===== src/rtl/gfpd_pkg.sv =====
package gfpd_pkg;

   // Largest divisor degree the window supports.
   localparam int MAX_TAPS = 32;
   // Longest message; the position counter never reaches this value.
   localparam int MAX_LENGTH = 255;

   localparam int COEF_W      = 8;
   localparam int TAP_COUNT_W = $clog2(MAX_TAPS + 1);
   localparam int MSG_LEN_W   = 8;
   localparam int CSR_DATA_W  = 64;
   localparam int CSR_INDEX_W = 3;
   localparam int TAP_WORDS   = (MAX_TAPS * COEF_W) / CSR_DATA_W;

   // Field polynomial x^8+x^4+x^3+x^2+1 with the x^8 term dropped.
   localparam logic [COEF_W-1:0] GF_POLY_LOW = 8'h1D;

   // Register indexes of the configuration port.
   localparam logic [CSR_INDEX_W-1:0] CSR_TAPS_LOW      = 3'd0;
   localparam logic [CSR_INDEX_W-1:0] CSR_TAPS_MID_LOW  = 3'd1;
   localparam logic [CSR_INDEX_W-1:0] CSR_TAPS_MID_HIGH = 3'd2;
   localparam logic [CSR_INDEX_W-1:0] CSR_TAPS_HIGH     = 3'd3;
   localparam logic [CSR_INDEX_W-1:0] CSR_TAP_COUNT     = 3'd4;
   localparam logic [CSR_INDEX_W-1:0] CSR_MSG_LENGTH    = 3'd5;

   typedef logic [MAX_TAPS-1:0][COEF_W-1:0] coef_vec_type;

   // Controls for one update of the pending window.
   typedef struct packed {
      logic                   feed;       // quotient word: add value times taps
      logic                   clear;      // last word of the message
      logic [TAP_COUNT_W-1:0] tap_count;  // saturated number of live taps
   } window_ctrl_type;

   // GF(2^8) product, one shift-and-reduce step per multiplier bit.
   function automatic logic [COEF_W-1:0] gf_mul(input logic [COEF_W-1:0] a,
                                                input logic [COEF_W-1:0] b);
      logic [COEF_W-1:0] x;
      logic [COEF_W-1:0] acc;
      x   = a;
      acc = '0;
      for (int i = 0; i < COEF_W; i++) begin
         if (b[i]) begin
            acc = acc ^ x;
         end
         x = x[COEF_W-1] ? ({x[COEF_W-2:0], 1'b0} ^ GF_POLY_LOW) : {x[COEF_W-2:0], 1'b0};
      end
      return acc;
   endfunction

endpackage


===== src/rtl/gfpd_feedback.sv =====
// Next value of the pending window: shift by one place towards the oldest
// entry, add the fed-back products on the live taps, clear at message end.
module gfpd_feedback import gfpd_pkg::*; (
   input  coef_vec_type      window,
   input  coef_vec_type      taps,
   input  logic [COEF_W-1:0] value,
   input  window_ctrl_type   ctrl,
   output coef_vec_type      window_next
);

   for (genvar k = 0; k < MAX_TAPS; k++) begin : g_tap
      localparam logic [TAP_COUNT_W-1:0] TapIdx = TAP_COUNT_W'(k);
      logic [COEF_W-1:0] shifted;
      logic [COEF_W-1:0] product;

      if (k == MAX_TAPS - 1) begin : g_top
         assign shifted = '0;
      end else begin : g_mid
         assign shifted = window[k+1];
      end

      assign product = gf_mul(taps[k], value);

      always_comb begin
         if (ctrl.clear) begin
            window_next[k] = '0;
         end else if (ctrl.feed && (TapIdx < ctrl.tap_count)) begin
            window_next[k] = shifted ^ product;
         end else begin
            window_next[k] = shifted;
         end
      end
   end

endmodule


===== src/rtl/gf256_polynomial_divide_unit.sv =====
// Streaming synthetic division over GF(2^8), field polynomial 0x11D, as used
// to form Reed-Solomon parity. The divisor is monic; its leading 1 is implied.
//
// Input channel (req_): one dividend coefficient per word, highest degree
// first. Result channel (rsp_): one word per input word, carrying the
// quotient or remainder coefficient, a remainder flag and a last flag on the
// final word of each message. Configuration (csr_): taps, tap count and
// message length, to be written by the user only while the block is idle;
// the block itself does not enforce this. csr_ready is always high.
//
// An accepted word is held in the input register, worked through the window
// update once the result register is free, and sits in the result register
// until the receiver takes it. One word is accepted every cycle unless the
// receiver stalls; the rate is set by the combinational update of all 32
// pending sums, each through its own GF(2^8) multiplier.
//
// While the receiver stalls, the result register holds its word; once the
// input register is also full, req_stall rises. Reset empties both registers,
// clears the window and position and restores the register defaults (tap
// count 32, message length 255, taps zero). No clearing pass is needed.
module gf256_polynomial_divide_unit import gfpd_pkg::*; (
   input  logic                   clock,
   input  logic                   reset,
   input  logic                   req_valid,
   output logic                   req_stall,
   input  logic [COEF_W-1:0]      req_dividend_coef,
   output logic                   rsp_valid,
   input  logic                   rsp_stall,
   output logic [COEF_W-1:0]      rsp_result_coef,
   output logic                   rsp_is_remainder,
   output logic                   rsp_last,
   input  logic                   csr_valid,
   output logic                   csr_ready,
   input  logic [CSR_INDEX_W-1:0] csr_index,
   input  logic [CSR_DATA_W-1:0]  csr_data
);

   // Configuration registers.
   logic [TAP_WORDS-1:0][CSR_DATA_W-1:0] taps_ff, taps_in;
   logic [TAP_COUNT_W-1:0]               tap_count_ff, tap_count_in;
   logic [MSG_LEN_W-1:0]                 msg_len_ff, msg_len_in;

   // Input stage and result stage.
   logic              in_valid_ff, in_valid_in;
   logic [COEF_W-1:0] in_coef_ff, in_coef_in;
   logic              out_valid_ff, out_valid_in;
   logic [COEF_W-1:0] out_coef_ff, out_coef_in;
   logic              out_rem_ff, out_rem_in;
   logic              out_last_ff, out_last_in;

   // Division state.
   coef_vec_type         window_ff, window_in;
   logic [MSG_LEN_W-1:0] pos_ff, pos_in;

   coef_vec_type           tap_bytes;
   logic [TAP_COUNT_W-1:0] tc_sat;
   logic [MSG_LEN_W-1:0]   quot_len;
   logic [COEF_W-1:0]      value;
   logic                   in_quotient;
   logic                   is_last;
   logic                   advance;
   logic                   accept;
   window_ctrl_type        wctrl;
   coef_vec_type           window_next;

   // Handshakes. The input stage moves on whenever the result register is
   // empty or its word is being taken.
   assign advance   = in_valid_ff && (!out_valid_ff || !rsp_stall);
   assign req_stall = in_valid_ff && !advance;
   assign accept    = req_valid && !req_stall;
   assign csr_ready = 1'b1;

   // Tap k sits in byte k of the packed registers, low word and byte first.
   assign tap_bytes = taps_ff;

   assign tc_sat   = (tap_count_ff > TAP_COUNT_W'(MAX_TAPS)) ?
                     TAP_COUNT_W'(MAX_TAPS) : tap_count_ff;
   assign quot_len = (msg_len_ff > MSG_LEN_W'(tc_sat)) ?
                     (msg_len_ff - MSG_LEN_W'(tc_sat)) : '0;

   assign value       = in_coef_ff ^ window_ff[0];
   assign in_quotient = pos_ff < quot_len;
   assign is_last     = (msg_len_ff <= MSG_LEN_W'(1)) ||
                        (pos_ff >= (msg_len_ff - MSG_LEN_W'(1)));

   assign wctrl.feed      = in_quotient;
   assign wctrl.clear     = is_last;
   assign wctrl.tap_count = tc_sat;

   gfpd_feedback u_feedback (
      .window      (window_ff),
      .taps        (tap_bytes),
      .value       (value),
      .ctrl        (wctrl),
      .window_next (window_next)
   );

   // Configuration decode.
   always_comb begin
      taps_in      = taps_ff;
      tap_count_in = tap_count_ff;
      msg_len_in   = msg_len_ff;
      if (csr_valid && csr_ready) begin
         unique case (csr_index)
            CSR_TAPS_LOW:      taps_in[0]   = csr_data;
            CSR_TAPS_MID_LOW:  taps_in[1]   = csr_data;
            CSR_TAPS_MID_HIGH: taps_in[2]   = csr_data;
            CSR_TAPS_HIGH:     taps_in[3]   = csr_data;
            CSR_TAP_COUNT:     tap_count_in = csr_data[TAP_COUNT_W-1:0];
            CSR_MSG_LENGTH:    msg_len_in   = csr_data[MSG_LEN_W-1:0];
            default: begin
            end
         endcase
      end
   end

   // Pipeline and state update.
   always_comb begin
      in_valid_in  = in_valid_ff;
      in_coef_in   = in_coef_ff;
      out_valid_in = out_valid_ff;
      out_coef_in  = out_coef_ff;
      out_rem_in   = out_rem_ff;
      out_last_in  = out_last_ff;
      window_in    = window_ff;
      pos_in       = pos_ff;

      if (out_valid_ff && !rsp_stall) begin
         out_valid_in = 1'b0;
      end
      if (advance) begin
         in_valid_in  = 1'b0;
         out_valid_in = 1'b1;
         out_coef_in  = value;
         out_rem_in   = !in_quotient;
         out_last_in  = is_last;
         window_in    = window_next;
         pos_in       = is_last ? '0 : (pos_ff + MSG_LEN_W'(1));
      end
      if (accept) begin
         in_valid_in = 1'b1;
         in_coef_in  = req_dividend_coef;
      end
   end

   always_ff @(posedge clock) begin
      if (reset) begin
         taps_ff      <= '0;
         tap_count_ff <= TAP_COUNT_W'(MAX_TAPS);
         msg_len_ff   <= MSG_LEN_W'(MAX_LENGTH);
         in_valid_ff  <= 1'b0;
         out_valid_ff <= 1'b0;
         window_ff    <= '0;
         pos_ff       <= '0;
      end else begin
         taps_ff      <= taps_in;
         tap_count_ff <= tap_count_in;
         msg_len_ff   <= msg_len_in;
         in_valid_ff  <= in_valid_in;
         out_valid_ff <= out_valid_in;
         window_ff    <= window_in;
         pos_ff       <= pos_in;
      end
   end

   always_ff @(posedge clock) begin
      in_coef_ff  <= in_coef_in;
      out_coef_ff <= out_coef_in;
      out_rem_ff  <= out_rem_in;
      out_last_ff <= out_last_in;
   end

   assign rsp_valid        = out_valid_ff;
   assign rsp_result_coef  = out_coef_ff;
   assign rsp_is_remainder = out_rem_ff;
   assign rsp_last         = out_last_ff;

   // The position stays below the longest message length.
   a_pos_range: assert property (@(posedge clock) disable iff (reset)
      pos_ff != MSG_LEN_W'(MAX_LENGTH))
      else $error("position counter out of range");

   // The last word of a message leaves a clean window and position.
   a_msg_end_clear: assert property (@(posedge clock) disable iff (reset)
      advance && is_last |=> (pos_ff == '0) && (window_ff == '0))
      else $error("window not cleared after last word");

   // Within a message the position advances by exactly one per word.
   a_pos_step: assert property (@(posedge clock) disable iff (reset)
      advance && !is_last |=> pos_ff == ($past(pos_ff) + MSG_LEN_W'(1)))
      else $error("position did not step");

   // The input is held off only when both stages are full and blocked.
   a_stall_cause: assert property (@(posedge clock) disable iff (reset)
      req_stall |-> in_valid_ff && out_valid_ff && rsp_stall)
      else $error("stall without a full pipeline");

endmodule


===== config.mk =====
export PLATFORM = sky130hd
export DESIGN_NAME = gf256_polynomial_divide_unit
export DESIGN_NICKNAME = d
export VERILOG_FILES = /design/src/rtl/gfpd_pkg.sv /design/src/rtl/gfpd_feedback.sv /design/src/rtl/gf256_polynomial_divide_unit.sv
export SDC_FILE = /design/constraint.sdc
export NUM_CORES = 2
export LEC_CHECK = 0
export BUFFER_PORTS_ARGS = -buffer_cell sky130_fd_sc_hd__buf_2
export CORE_UTILIZATION = 30
export DETAILED_ROUTE_END_ITERATION = 6
export PLACE_DENSITY = 0.54
export SLEW_MARGIN = 0
export SYNTH_ARGS = -nofsm -noshare
export SYNTH_HDL_FRONTEND = slang
export SYNTH_SLANG_ARGS = --single-unit

===== constraint.sdc =====
create_clock -name clock -period 4.68 [get_ports clock]
set_input_delay 0.702 -clock clock [delete_from_list [all_inputs] [get_ports clock]]
set_output_delay 0.702 -clock clock [all_outputs]
set_load 0.005 [all_outputs]

# Word-level counts from Yosys, hierarchy flattened
# Index checks and enable logic that the tools add are counted.
# word_totals
memories	0
latch_bits	0
output_inout_bits	13
mem_bits_rw	0
mem_bits_ro	0
word_cells	1173
inputBits	80
reg_bits	554
# classes
shifts	0
div_mod_pow	0
muxes	551
n_bitwise	480
reduce_logical	52
order_cmp	37
multipliers	0
eq_ne	5
n_addsub	3
# ops
cell	n
two-way mux 8 bit	322
bitwise XOR 8 bit	256
two-way mux 5 bit	224
NOT 4 bit	224
less-than comparator 5 x 6 -> 1 bit, first input constant	16
less-than comparator 4 x 6 -> 1 bit, first input constant	8
logical AND 1 bit	36
less-than comparator 3 x 6 -> 1 bit, first input constant	4
less-than comparator 1 x 6 -> 1 bit, first input constant	2
less-than comparator 2 x 6 -> 1 bit, first input constant	2
AND reduction 2 bit	6
adder 8 x 1 -> 8 bit, second input constant	1
>= comparator 8 bit	1
> comparator 8 x 6 -> 1 bit	1
<= comparator 8 x 1 -> 1 bit, second input constant	1
less-than comparator 8 bit	1
subtractor 8 x 1 -> 8 bit, second input constant	1
subtractor 8 x 6 -> 8 bit	1
== test 3 x 2 -> 1 bit, second input constant	2
== test 3 bit, second input constant	2
> comparator 6 bit, second input constant	1
two-way mux 6 bit	1
logical NOT 1 bit	5
two-way mux 1 bit	4
other kinds (4)	6

# Longest topological paths before layout
# logic_depth
depth_word	19
depth_mapped	23

# By module
# A second synthesis with hierarchy kept.
# unflattened
cells_unflattened	8708
area_unflattened_um2	62213.4
# modules_own_cells
mod	cells_each	area_per_inst_um2	instances	seq_area_each_um2
gfpd_feedback	6217	42171.7	1	0.0
gf256_polynomial_divide_unit	2491	20041.7	1	11270.8

# Worst setup path before layout
# Ideal clock, no wire load.
# synth_timing
path_kind	flip-flop to flip-flop
start	register tap_count_ff[3]
end	register window_ff[12] (netlist bit)
arrival_time_ns	4.633
stages_incl_launch_ff	21
slack_ns	-0.013
required_ns	4.620
cell_sequence	dfxtp_1 > clkbuf_1 > buf_1 > nand2_1 > ha_1 > o21a_1 > o31a_1 > o21a_1 > nor2_1 > o21ai_0 > nand2_1 > ha_1 > and3_1 > o21ai_0 > nand2_1 > clkbuf_1 > a221oi_1 > nand3_1 > or3b_2 > and3b_1 > nand2_1
# synth_between
elab_chain_cells	8
word_cells_on_any_way	10
classes_between	add/sub: 1; order compare: 4; mux: 4; reduce/logical: 1
# synth_lines
element	line_no	text
start, declared	gf256_polynomial_divide_unit.sv:40	logic [TAP_COUNT_W-1:0] tap_count_ff, tap_count_in;
start signal, assigned	gf256_polynomial_divide_unit.sv:149	tap_count_ff <= TAP_COUNT_W'(MAX_TAPS);
start signal, assigned	gf256_polynomial_divide_unit.sv:157	tap_count_ff <= tap_count_in;
> comparator 6 bit	gf256_polynomial_divide_unit.sv:76	assign tc_sat = (tap_count_ff > TAP_COUNT_W'(MAX_TAPS)) ?
two-way mux 6 bit *	gf256_polynomial_divide_unit.sv:76	
subtractor 8 x 6 -> 8 bit or > comparator 8 x 6 -> 1 bit (tied branches)	gf256_polynomial_divide_unit.sv:79, gf256_polynomial_divide_unit.sv:78	
two-way mux 8 bit	gf256_polynomial_divide_unit.sv:78	assign quot_len = (msg_len_ff > MSG_LEN_W'(tc_sat)) ?
less-than comparator 8 bit	gf256_polynomial_divide_unit.sv:82	assign in_quotient = pos_ff < quot_len;
logical AND 1 bit *	gfpd_feedback.sv:27	end else if (ctrl.feed && (TapIdx < ctrl.tap_count)) begin
two-way mux 8 bit *	gfpd_feedback.sv:27	
two-way mux 8 bit *	gfpd_feedback.sv:25	if (ctrl.clear) begin
end signal, assigned	gf256_polynomial_divide_unit.sv:161	window_ff <= window_in;
end, declared	gf256_polynomial_divide_unit.sv:52	coef_vec_type window_ff, window_in;
# Mark *: on every way between the ends. The rest lies on a longest branch, timed or not.
# A chain may end at the register's enable or synchronous reset.

# Worst setup path in the final report
# layout_timing
start	register tap_count_ff[5]
end	register window_ff[237] (netlist bit)
# The elaborated chain is that of the path after synthesis.

==> impl_metrics.yaml <==
run_status:
  status: "complete, but fails checks"
  failed_checks: "design-rule violations"
route:
  via_per_inst: 5.67
  maxUsedRoutingLayer: "met5"
  wl_met3_um: 26000
  met2_wirelength_um: 123000
  route.detailed.drc: 2
  post_drt_wl_per_cell_um: 25.3
  wl_met1_um: 119000
  drtIter0Drc: 7741
  vias: 63643
  firstDrtPassIters: 7
  ant_nets: 0
  drt-total-wl_um: 284000
cts:
  clockBufferDepth: 3
  root_buffer: "clkbuf_16"
  clk_transition_reported_paths_ns: 0.06
  cts_max_level: 3
  cts_tree: "done"
  worstSkewPairLatency_ns: 0.74
  cts_inserted_buffers: 73
  cts.sinks: 554
worst_setup_path:
  ff2ff_setup_slack_ns: 0.08
  worstReg2RegEnd: "window_ff[237]"
  crit_type: "reg2reg"
  cp_max_fo: 13
  end_kind: "flip-flop"
  arrival_ns: 5.23
  cp-start-kind: "flip-flop"
  critPathRequiredTime_ns: 5.31
  r2r-start: "tap_count_ff[5]"
  r2r.worst_path.cells: 23
floorplan:
  die-width_um: 467
  row_count: 170
  chipHeight_um: 467
  core_area_sq_um: 215000
  floorplan.initialDensity_pct: 30.2
  dieArea_sq_um: 218000
  ioPinCount: 93
global_route:
  gr-usage-all-layers_pct: 25.2
  grt_pass1_vias: 58373
  grt_pass1_wl_um: 409000
  antenna_found_initial: 27
  gr-total-overflow: 0
  grt_max_degree: 108
yosys:
  yosysWarningCount: 0
  synthTopCellsByCount: "nand2_1, xnor2_1, nor2_1"
  seq_area_frac_synth_pct: 17.4
  synth_top_area_cell: "xnor2_1"
  netlist.area_leader.share_pct: 17.9
  ys_types: 106
  syn_area_sq_um: 64800
  syn_avg_cell_area_sq_um: 7.41
  yosys_register_bits: 554
  synthArstFlopShare_pct: 0
  yosysMostFrequentCell: "nand2_1"
  synth_ff_type: "dfxtp_1"
  syn-num-nets: 8850
  synthTopCellsByArea: "xnor2_1, dfxtp_1, nand2_1"
  synth_edf_count: 18
  synth_cells: 8745
worst_hold_path:
  hold_class: "in2reg"
  min_to: "in_coef_ff[3]"
  min-delay-start: "req_dividend_coef[3]"
  holdPathStages: 1
sta:
  fin_hold_ws_ns: 0.198
  worstMarginPinSlew_ns: 1.41
  skew_ns: 0.0643
  hold_viol: 0
  slew_viol_final: 0
  tns_ns: 0
  slew_headroom_pct: 5.59
  finalCritPeriodShare_pct: 98.3
  max_freq_ghz: 0.217
  setup_violations: 0
  fin_crit_ns: 4.60
placement:
  dp_hpwl_um: 197000
  post-place-cells: 11081
  port-buffer-count: 91
  place_congestion: 0.966
job:
  maxCapViolCount: 0
power_and_ir_drop:
  irDropWorstVdd_uv: 240
  p_leak_nw: 25.8
  power.density_nw_per_um2: 287
layout:
  final_cell_count_no_fill: 11233
  drive_above_1_share_pct: 7.15
  final_util_pct: 32.8
  num-nets-final: 8430
  syn_to_final_growth_pct: 8.51
## power by group
part	switching [mW]	internal (mW)	total [mW]
Clock	2.62	3.67	6.29
Sequential	0.521	5.01	5.53
Combinational	5.46	2.92	8.37
Total	8.60	11.6	20.2
## state kept, by name, summed over array words and instances, names as in the netlist
signal / cells
in_coef_ff: 8
rsp_valid: 1
tap_count_ff: 6
in_valid_ff: 1
rsp_last: 1
pos_ff: 8
rsp_result_coef: 8
msg_len_ff: 8
window_ff: 256
tap_bytes: 256
rsp_is_remainder: 1
## metal layers
layer | GRT usage, % | vias up
li1 | - | 28680
met1 | 33.5 | 30991
met2 | 38.3 | 3362
met3 | 4.46 | 600
met4 | 13.8 | 10
met5 | 0 | -
## stage by stage
stage	area [sq um]	total power [mW]	worst slack (ns)
floorplan	64800	10.7	0.115
global placement	67500	13.6	0.0448
detailed placement	67500	13.7	-0.00822
CTS	70100	20.0	0.0465
global route	70300	20.8	-0.0613
finish	70300	20.2	0.0790
## final cells by class
class	instances	area, sq um
flip-flops and latches	554	11300
clock buffers	95	2040
multi-input cells	7270	49600
inverters	78	340
clock inverters	35	541
fillers	22519	144000
repair buffers	348	2930
diodes	15	37.5
well taps	2838	3550
## critical path, cell delays in order (launching register included)
cell,delay [ns]
dfxtp_1,0.35
buf_4,0.18
nor2b_1,0.07
ha_1,0.21
fa_1,0.43
nor2b_1,0.18
o31a_1,0.18
o21a_1,0.12
nor2_1,0.06
o21ai_1,0.17
buf_4,0.16
nand2_1,0.05
ha_1,0.32
nand4_1,0.14
buf_4,0.14
o21ba_4,0.14
nand2_2,0.09
buf_12,0.17
a221o_1,0.35
buf_12,0.18
nor3_1,0.22
o21bai_1,0.13
a211o_1,0.31
o211ai_1,0.09
## cells by family after synthesis
kind of cell	after synthesis	share of synthesized area, %
compound gates	1753	17.7
xor+xnor	2100	35.4
fa+ha+maj	25	0.494
buf+inv	921	6.43
flops	554	17.4
mux	66	1.03
other cells	1	0.00579
simple gates	3325	21.5
## placed cells by master, fill, tap and decap left out, types with 109 or more instances in the layout
| master | n |
|---|---|
| xnor2_1 | 1322 |
| dfxtp_1 | 536 |
| o21ai_0 | 399 |
| a22oi_1 | 109 |
| nor2_1 | 946 |
| xor2_1 | 436 |
| nand2_1 | 1774 |
| xnor3_1 | 290 |
| nand3_1 | 130 |
| buf_4 | 215 |
| a21oi_1 | 495 |
## what timing repair did
item / CTS / global route
setup buffers: 0 / 6
hold buffers: 0 / 0
endpoints found under the setup margin: 12 / 90
endpoints found under the hold margin: 0 / 0
pin swaps: 0 / 4
gates resized for setup: 1 / 23
cloned: 0 / 1
## worst max path at each step
stage / start / endpoint / slack (ns) / cells after the start
floorplan: tap_count_ff[3] / window_ff[12] / 0.11 / 20
global placement: tap_count_ff[5] / window_ff[53] / 0.04 / 19
detailed placement: tap_count_ff[5] / window_ff[51] / -0.008 / 19
CTS: tap_count_ff[5] / window_ff[24] / 0.05 / 19
global route: tap_count_ff[5] / window_ff[237] / -0.06 / 21
finish: tap_count_ff[5] / window_ff[237] / 0.08 / 23
No activity file was read; power rests on OpenSTA's default activity.
